$ cat src/design/ac3fcc_pkg.sv
// ----------------------------------------------------------------------------
// AC-3 frame CRC checker package
// Word types, the CRC-16 byte table and the byte step shared by the checker.
// ----------------------------------------------------------------------------
`timescale 1ns / 1ps
`default_nettype none

package ac3fcc_pkg;

	// Default upper bound on the word counter.
	localparam int MAX_FRAME_WORDS_DEF = 2048;

	// CRC-16 generator polynomial (x^16 + x^15 + x^2 + 1) and start value.
	localparam logic [15:0] CRC_POLY = 16'h8005;
	localparam logic [15:0] CRC_INIT = 16'h0000;

	// Width used for comparisons between the word index and length terms.
	localparam int CMP_W = 13;

	typedef struct packed {
		logic [15:0] data_word;
		logic [11:0] frame_words;
		logic        last;
	} in_word_t;

	typedef struct packed {
		logic crc1_ok;
		logic crc2_ok;
		logic length_error;
		logic frame_ok;
	} out_word_t;

	typedef logic [15:0] crc_table_t [256];

	// Builds the MSB-first byte table at elaboration time.
	function automatic crc_table_t crc_gen_table();
		crc_table_t  tab;
		logic [15:0] crc;
		for (int i = 0; i < 256; i++) begin
			crc = {8'(i), 8'h00};
			for (int b = 0; b < 8; b++) begin
				if (crc[15]) begin
					crc = {crc[14:0], 1'b0} ^ CRC_POLY;
				end else begin
					crc = {crc[14:0], 1'b0};
				end
			end
			tab[i] = crc;
		end
		return tab;
	endfunction

	localparam crc_table_t CRC_TABLE = crc_gen_table();

	// Advances the CRC register by one byte.
	function automatic logic [15:0] crc_byte(input logic [15:0] crc, input logic [7:0] data);
		logic [7:0] idx;
		idx = crc[15:8] ^ data;
		return {crc[7:0], 8'h00} ^ CRC_TABLE[idx];
	endfunction

endpackage

`default_nettype wire

$ cat src/design/ac3fcc_crc_word.sv
// ----------------------------------------------------------------------------
// AC-3 frame CRC word step
// Advances the CRC-16 register by one 16-bit word, high byte first.
// ----------------------------------------------------------------------------
`timescale 1ns / 1ps
`default_nettype none

module ac3fcc_crc_word
	import ac3fcc_pkg::*;
(
	input  wire logic [15:0] crc_in,
	input  wire logic [15:0] data,
	output logic      [15:0] crc_out
);

	logic [15:0] crc_mid;

	// Two table look-ups in series, one per byte of the word.
	assign crc_mid = crc_byte(crc_in, data[15:8]);
	assign crc_out = crc_byte(crc_mid, data[7:0]);

endmodule

`default_nettype wire

$ cat config.mk
export PLATFORM = sky130hd
export DESIGN_NAME = ac3fcc_crc_word
export DESIGN_NICKNAME = d
export VERILOG_FILES = /design/src/design/ac3fcc_pkg.sv /design/src/design/ac3fcc_crc_word.sv
export SDC_FILE = /design/constraint.sdc
export NUM_CORES = 1
export LEC_CHECK = 0
export ABC_CLOCK_PERIOD_IN_PS = 1850
export BUFFER_PORTS_ARGS = -buffer_cell sky130_fd_sc_hd__buf_4
export CORE_AREA = 8 8 45 47
export DETAILED_ROUTE_END_ITERATION = 6
export DIE_AREA = 0 0 53 55
export MAX_ROUTING_LAYER = met4
export PLACE_DENSITY_LB_ADDON = 0.3
export RECOVER_POWER = 50
export SYNTH_ARGS = -nofsm -noshare
export SYNTH_HDL_FRONTEND = slang
export SYNTH_SLANG_ARGS = --single-unit
$ cat constraint.sdc
create_clock -name vclk -period 1.85
set_input_delay 0.2775 -clock vclk [all_inputs]
set_output_delay 0.2775 -clock vclk [all_outputs]
set_load 0.01 [all_outputs]
* Word level (Yosys, flattened, before mapping)
Memories as Yosys holds them, arrays and structs flattened.
Index checks and enable logic that the tools add are counted.
** Storage, ports and cells
- Flip-flop bits (word level) :: 0
- Bits in read-only memories :: 8192
- Bits of input ports :: 32
- Output and inout bits :: 16
- Word-level logic and storage cells :: 14
- Memories kept :: 2
** Memories
- (name not given) :: words 256, width 16, read ports 1, clocked after memory_dff 0, write ports 0, line ac3fcc_pkg.sv:59 : return {crc[7:0], 8'h00} ^ CRC_TABLE[idx];
- (name not given) :: words 256, width 16, read ports 1, clocked after memory_dff 0, write ports 0, line ac3fcc_pkg.sv:59
** Operators by class
- Order comparisons :: 2
- Mux-type cells :: 4
- Bitwise gates (word level) :: 6
** Operators by type and width (count)
- two-way mux 16 bit :: 4
- bitwise XOR 16 bit :: 2
- greater-or-equal comparator 9 bit (second input constant) :: 2
- NOT 8 -> 9 bit :: 2
- bitwise XOR 8 bit :: 2

* Longest topological paths before layout
Gate-level depths: netlist of run 1.
- Word-level depth :: 12
- Depth in mapped cells :: 5
- Mapped depth without buffers :: 5

* Worst setup path after synthesis of run 1
Ideal clock, no wire load.
- Path type :: input to output
- From :: input port data[3]
- To :: output port crc_out[0]
- Arrival :: 1766 ps
- Required time :: 1572 ps
- Path slack :: -193 ps
- Stages :: 5
- Buffers on the path :: 0
- Cell sequence :: xnor2_1 xor2_1 xor3_1 xnor3_2 xnor2_1
** On the way
- Word-level cells in the longest chain between the ends :: 6
** Ends and longest elaborated chain
- start: declaration :: line ac3fcc_crc_word.sv:12 : input wire logic [15:0] data,
- bitwise XOR 8 bit :: line ac3fcc_pkg.sv:58 : idx = crc[15:8] ^ data;
- NOT 8 -> 9 bit (not written as such) :: line ac3fcc_pkg.sv:59
- memory (256 x 16 bit)
- two-way mux 16 bit (not written as such) (2 in series) :: line ac3fcc_pkg.sv:59
- bitwise XOR 16 bit :: line ac3fcc_pkg.sv:59
- end: declaration :: line ac3fcc_crc_word.sv:13 : output logic [15:0] crc_out
No other way between the ends. The select of a mux whose other input is x is not followed.

* Worst setup path after layout of run 1
- From :: input port data[8]
- To :: output port crc_out[0]
** On the way
- Word-level cells in the longest chain between the ends :: 12
** Ends and longest elaborated chain (line)
- bitwise XOR 8 bit :: ac3fcc_pkg.sv:58
- NOT 8 -> 9 bit (not written as such) :: ac3fcc_pkg.sv:59
- memory (256 x 16 bit)
- two-way mux 16 bit (not written as such) (2 in series) :: ac3fcc_pkg.sv:59
- bitwise XOR 16 bit :: ac3fcc_pkg.sv:59
- bitwise XOR 8 bit :: ac3fcc_pkg.sv:58
- NOT 8 -> 9 bit (not written as such) :: ac3fcc_pkg.sv:59
- memory (256 x 16 bit)
- two-way mux 16 bit (not written as such) (2 in series) :: ac3fcc_pkg.sv:59
- bitwise XOR 16 bit :: ac3fcc_pkg.sv:59
No other way between the ends. The select of a mux whose other input is x is not followed.

==> results of run 1 <==
-- kinds of logic after synthesis --
group,Yosys count
xor gates and xnor gates,41
-- metal layers --
metal	vias up	share of wire [%]
li1	260	-
met1	270	32
met2	29	58
met3	4	7.3
met4	0	2.4
met5	-	0
-- path summary, 6_finish.rpt --
| kind | to | slack, ps | cells after the start |
|---|---|---|---|
| max | crc_out[0] | -260 | 7 |
| min | crc_out[12] | 990 | 4 |
-- through the flow --
stage / total power [mW] / utilization (%)
final: 1.15 / 87.8
after global routing: 1.19 / 87.8
after CTS: 1.08 / 80.2
after detailed placement: 1.05 / 75.6
after global placement: 1.03 / 75.6
after floorplan: 0.581 / -
-- worst max-delay path: stages --
cell and delay [ps]:
buf_4 130, xnor2_4 190, xor2_2 210, xor2_1 240, xnor3_2 460, xnor2_2 180, buf_4 140
-- cell type report --
type,instances,area (µm²),area share (%)
Multi-Input combinational cell,41,647,53.2
Timing Repair Buffer,69,548,45.1
Tap cell,16,20.0,1.65
-- power groups by stage --
stage / Sequential, mW / Combinational, mW / Clock, mW
finish: 0 / 1.15 / 0
floorplan: 0 / 0.581 / 0
global route: 0 / 1.19 / 0
detailed placement: 0 / 1.05 / 0
CTS: 0 / 1.08 / 0
global placement: 0 / 1.03 / 0
-- placed cells by master (no fill, tap or decap) --
master and count:
buf_4 63, buf_6 4, buf_8 2, xnor2_1 10, xnor2_2 11, xnor2_4 6
xnor3_1 1, xnor3_2 1, xor2_1 6, xor2_2 4, xor2_4 1, xor3_1 1
-- cell usage after synthesis (all sizes together) --
master,number
xor3,1
xor2,11
xnor3,2
xnor2,27
-- repair_timing --
item / CTS / global route
resized for setup: 9 / 12
pin swaps: 6 / 9
endpoints found under the setup margin: 3 / 3
endpoints found under the hold margin: 0 / 0
buffers inserted: 0 / 3
==> qor.csv, run 1 <==
metric,value,unit
clkbuf count,0,
Initial Util,29.1,%
CP Capture Type,output pin,
Synth-to-Final Area Change,202,%
via count,563,
Mapped Nets,73,
Final Cycle Share,114,%
DRT iter0 DRCs,6,
Antenna Cells,0,
gr ovfl total,0,
Worst Min Path Start,data[11],
main combinational cell family by area after synthesis,XOR/XNOR gates,
Synth top area share,58.7,%
met1 GRT Util,10.2,%
FP Rows,14,
die area,2920,µm²
violated checks,setup timing,
DR pass1 iterations,4,
part of the power in combinational logic,100.0,%
syn_area_per_cell,9.83,µm²
Finished Cell Area,1210,µm²
Final Max Tran Viols,0,
# IOs,48,
Avg WL per Cell,18.2,µm
max-cap violations,0,
yosys warns,0,
Startpoint Class,primary input,
"IR drop worst, VDD",979,µV
Tightest Pin Transition,454,ps
Post-Synthesis Cells,41,
nets@finish,144,
Final ANT Viol Nets,0,
Reg area,0,µm²
Area contributors post-synth,"xnor2_1 59%, xor2_1 24%, xnor3_2 5.9%, xor3_1 5.9%, xnor3_1 5.6%",
adder-cell share of the synthesized area,0,%
status,"finished, violations left",
CP arrival,1830,ps
sw power,482,µW
share of layout cells above drive strength 1,83.6,%
met2 Use GR,21.5,%
hpwl dp,1400,µm
fillers,62,
vias in the first global route,552,
multiplexer share of the synthesized area,0,%
Clock Power Share,0,%
worst slack at placement,-294,ps
"Seq/Total Area, Yosys",0,%
post-route insts no fill,126,
RSZ-0062 raised after global routing,yes,
"Data required, critical path",1570,ps
pin count of the biggest net entering global routing,4,
WL final,2300,µm
part of the power in registers,0,%
DR vias/cell,4.47,
# hold bufs at CTS,0,
Final min period,2110,ps
Setup TNS,-766,ps
grt met3 use,2.41,%
count of different cell masters after synthesis,5,
GRT Total Usage,10.5,%
Remaining DRCs,0,
antenna violations before repair,0,
Placed Cells incl. Taps,123,
die height,55,µm
hold slack,993,ps
crit-path max FO,3,
Hold WC Path Type,in -> out,
Worst Setup SP,data[8],
routability congestion estimate,0.727,
power per cell area,943,nW/µm²
Placed Area,1050,µm²
Cell Int Power,664,µW
Synth Area in Compound Gates,0,%
"Hold Vio Cnt, Final",0,
post-synthesis xor/xnor area fraction,100,%
Final setup viols,3,
dominant cell type by area after synthesis,xnor2_1,
I/O Buffers,48,
Sw Share,42.1,%
Seq Cell Count,0,
Die W,53,µm
gr busiest metal,met2,
fmax,474,MHz
relative slew slack,69.6,%
CP Class,in -> out,
post-synthesis cell area,403,µm²
PnR worst setup slack,-261,ps
core area,1380,µm²
first-pass GRT wire length,2370,µm
Leak,0.604,nW
Synth Area in Simple Gates,0,%
Power figures use the tool's default switching activity.
==> run 2: changes to the inputs <==
--- a/config.mk
+++ b/config.mk
@@ -11,7 +11,7 @@
 export DETAILED_ROUTE_END_ITERATION = 6
 export DIE_AREA = 0 0 53 55
 export MAX_ROUTING_LAYER = met4
-export PLACE_DENSITY_LB_ADDON = 0.3
+export PLACE_DENSITY = 0.73
 export RECOVER_POWER = 50
 export SYNTH_ARGS = -nofsm -noshare
 export SYNTH_HDL_FRONTEND = slang
==> qor.csv, run 2 (synthesized netlist as in run 1, its figures left out) <==
metric,value,unit
Placed Cells incl. Taps,121,
violated checks,setup timing,
CP arrival,1800,ps
most frequent cells in the layout,"60 x buf_4, 13 x xnor2_1, 8 x xnor2_2",
Initial Util,29.1,%
Critical Path Max Stage Delay,440,ps
WL final,1700,µm
pin count of the biggest net entering global routing,4,
Final Cycle Share,113,%
Final min period,2080,ps
Util after Layout,86.2,%
Worst Path Buf+Inv,2,
Final ANT Viol Nets,0,
core area,1380,µm²
# IOs,48,
hpwl dp,1430,µm
fmax,480,MHz
PnR worst setup slack,-232,ps
antenna violations before repair,0,
share of layout cells above drive strength 1,81.5,%
max-cap violations,0,
routability congestion estimate,0.777,
Top delay family on crit path,XOR/XNOR gates,
# hold bufs at CTS,0,
Avg WL per Cell,13.7,µm
first-pass GRT wire length,2660,µm
worst slack at placement,-309,ps
vias in the first global route,604,
"Data required, critical path",1570,ps
Clock Power Share,0,%
clkbuf count,0,
status,"finished, violations left",
part of the power in registers,0,%
Finished Cell Area,1190,µm²
die area,2920,µm²
DRT iter0 DRCs,1,
Startpoint Class,primary input,
Seq Cell Count,0,
worst-path cell chain,buf_6 -> xnor2_4 -> xnor2_2 -> xor3_1 -> xnor3_2 -> xor2_2 -> buf_4,
FP Rows,14,
Final Power,1.11,mW
I/O Buffers,48,
crit-path max FO,3,
"Hold Vio Cnt, Final",0,
Placed Area,1030,µm²
Remaining DRCs,0,
power per cell area,928,nW/µm²
"IR drop worst, VDD",927,µV
Tightest Pin Transition,415,ps
fillers,69,
sw power,454,µW
Leak,0.581,nW
Synth-to-Final Area Change,196,%
Hold WC Path Type,in -> out,
Final Max Tran Viols,0,
RSZ-0062 raised after global routing,yes,
CP Capture Type,output pin,
relative slew slack,72.3,%
hold slack,1040,ps
CP Class,in -> out,
via count,507,
Reg area,0,µm²
post-route insts no fill,124,
Cell Int Power,652,µW
"commonest non-fill, non-tap cell in the layout",buf_4,
slowest CP cell,xor3_1,
nets@finish,142,
Antenna Cells,0,
gr ovfl total,0,
DR vias/cell,4.09,
Setup TNS,-659,ps
die height,55,µm
Die W,53,µm
GRT Total Usage,11.7,%
Final setup viols,3,
part of the power in combinational logic,100.0,%
Sw Share,41.0,%
DR pass1 iterations,2,
multi-input combinational cell area,632,µm²
[run 2: tightest hold or removal path: stages]
cell and delay, ps:
buf_8 80, xor2_4 60, xnor2_2 130, buf_4 100, buf_4 100
[run 2: power groups by stage]
stage / logic (mW) / registers (mW) / clock network [mW]
floorplan: 0.581 / 0 / 0
global placement: 1.02 / 0 / 0
detailed placement: 1.04 / 0 / 0
CTS: 1.10 / 0 / 0
global route: 1.17 / 0 / 0
finish: 1.11 / 0 / 0
[run 2: metal layers]
| layer | part of all wire, % | vias to the layer above | global-route usage [%] |
|---|---|---|---|
| met2 | 59 | 23 | 23.6 |
| met3 | 6.2 | 0 | 1.60 |
| li1 | - | 256 | - |
| met1 | 35 | 228 | 12.3 |
| met4 | 0 | 0 | 0 |
| met5 | 0 | - | - |
[run 2: worst paths after layout]
path	startpoint	endpoint	depth (start not counted)
max	data[5]	crc_out[1]	7
min	crc_in[6]	crc_out[7]	5
[run 2: cell type report]
cell class / instances / area share (%)
Multi-Input combinational cell: 41 / 53.0
Timing Repair Buffer: 67 / 45.3
Tap cell: 16 / 1.68
[run 2: timing repair]
item / CTS / global route
resized for setup: 17 / 4
setup endpoints to repair: 3 / 3
pin swaps: 12 / 6
buffers inserted: 1 / 2
==> run 3: changes to the inputs <==
--- a/config.mk
+++ b/config.mk
@@ -6,12 +6,12 @@
 export NUM_CORES = 1
 export LEC_CHECK = 0
 export ABC_CLOCK_PERIOD_IN_PS = 1850
-export BUFFER_PORTS_ARGS = -buffer_cell sky130_fd_sc_hd__buf_4
 export CORE_AREA = 8 8 45 47
 export DETAILED_ROUTE_END_ITERATION = 6
 export DIE_AREA = 0 0 53 55
+export DONT_BUFFER_PORTS = 1
 export MAX_ROUTING_LAYER = met4
-export PLACE_DENSITY = 0.73
+export PLACE_DENSITY = 0.42
 export RECOVER_POWER = 50
 export SYNTH_ARGS = -nofsm -noshare
 export SYNTH_HDL_FRONTEND = slang
==> constraint.sdc (replaced) <==
create_clock -name vclk -period 1.85
set_input_delay 0.37 -clock vclk [all_inputs]
set_output_delay 0.37 -clock vclk [all_outputs]
set_load 0.01 [all_outputs]
==> qor.csv, run 3 (synthesized netlist as in run 1, its figures left out) <==
metric,value,unit
Placed Area,723,µm²
relative slew slack,78.0,%
Worst Path Buf+Inv,0,
Worst Setup SP,data[6],
clkbuf count,0,
Leak,0.373,nW
first-pass GRT wire length,1880,µm
Avg WL per Cell,14.6,µm
most frequent cells in the layout,"25 x buf_4, 13 x xnor2_1, 8 x xnor2_2",
Synth-to-Final Area Change,112,%
Finished Cell Area,855,µm²
part of the power in combinational logic,100.0,%
"IR drop worst, VDD",447,µV
Placed Cells incl. Taps,80,
Startpoint Class,primary input,
# IOs,48,
Critical Path Max Stage Delay,440,ps
RSZ-0062 raised after global routing,yes,
status,"finished, violations left",
Sw Share,44.8,%
Reg area,0,µm²
Final setup viols,3,
PnR worst setup slack,-181,ps
violated checks,setup timing,
CP Capture Type,output pin,
max-cap violations,0,
antenna violations before repair,0,
worst-path cell chain,xor2_4 -> xnor2_2 -> xor3_1 -> xnor3_2 -> xnor2_2,
pin count of the biggest net entering global routing,4,
Hold WC Path Type,in -> out,
Final Max Tran Viols,0,
via count,368,
WL final,1240,µm
part of the power in registers,0,%
Initial Util,29.1,%
# hold bufs at CTS,0,
DR vias/cell,4.33,
Final Cycle Share,110,%
Seq Cell Count,0,
Remaining DRCs,0,
core area,1380,µm²
fmax,492,MHz
CP arrival,1660,ps
share of layout cells above drive strength 1,68.1,%
post-route insts no fill,85,
slowest CP cell,xor3_1,
CP Class,in -> out,
WP depth,5,
gr ovfl total,0,
CP most frequent cell,xnor2_2,
GRT Total Usage,8.21,%
nets@finish,103,
routability congestion estimate,0.709,
"Data required, critical path",1480,ps
Final min period,2030,ps
Top delay family on crit path,XOR/XNOR gates,
"commonest non-fill, non-tap cell in the layout",buf_4,
power per cell area,922,nW/µm²
Final ANT Viol Nets,0,
vias in the first global route,404,
DRT iter0 DRCs,1,
crit-path max FO,3,
die area,2920,µm²
Clock Power Share,0,%
Tightest Pin Transition,328,ps
critical path endpoint,crc_out[15],
sw power,353,µW
"Hold Vio Cnt, Final",0,
Cell Int Power,435,µW
hpwl dp,1120,µm
FP Rows,14,
I/O Buffers,0,
Antenna Cells,0,
Die W,53,µm
DR pass1 iterations,2,
die height,55,µm
[run 3: worst min path at each step]
stage / startpoint / to / depth (start not counted)
floorplan: crc_in[5] / crc_out[7] / 2
global placement: crc_in[2] / crc_out[4] / 2
detailed placement: crc_in[2] / crc_out[4] / 2
CTS: crc_in[2] / crc_out[4] / 2
global route: crc_in[2] / crc_out[4] / 2
finish: crc_in[2] / crc_out[4] / 2
[run 3: final cells by class]
| class | instances | area (µm²) |
|---|---|---|
| Timing Repair Buffer | 28 | 203 |
| Fill cell | 120 | 529 |
| Multi-Input combinational cell | 41 | 632 |
| Tap cell | 16 | 20.0 |
[run 3: power groups by stage]
stage / combinational (mW) / clock [mW] / sequential, mW
5_1_grt: 0.849 / 0 / 0
3_5_place_dp: 0.760 / 0 / 0
2_1_floorplan: 0.581 / 0 / 0
3_3_place_gp: 0.749 / 0 / 0
6_report: 0.788 / 0 / 0
4_1_cts: 0.802 / 0 / 0
[run 3: repair_timing]
item                                    CTS  global route
endpoints found under the setup margin    3             3
pin swaps                                 4             0
gates resized for setup                   6             5
setup buffers                             5             0
[run 3: per-layer routing]
metal	vias to the layer above	part of all wire [%]	wire [µm]	global-route usage (%)
li1	179	-	-	-
met1	165	37	461	9.24
met2	24	57	712	16.4
met3	0	5.6	69	0.267
met4	0	0	0	0
met5	-	0	0	-
[run 3: per-stage QoR]
step | setup slack, ps | total power, mW | util, % | hold slack [ps] | TNS [ps]
after CTS | -203 | 0.802 | 58.8 | 988 | -593
after detailed placement | -338 | 0.760 | 52.3 | 985 | -973
after floorplan | -238 | 0.581 | - | 940 | -693
after global routing | -240 | 0.849 | 61.8 | 1010 | -713
after global placement | -293 | 0.749 | 52.3 | 985 | -860
final | -181 | 0.788 | 61.8 | 982 | -539
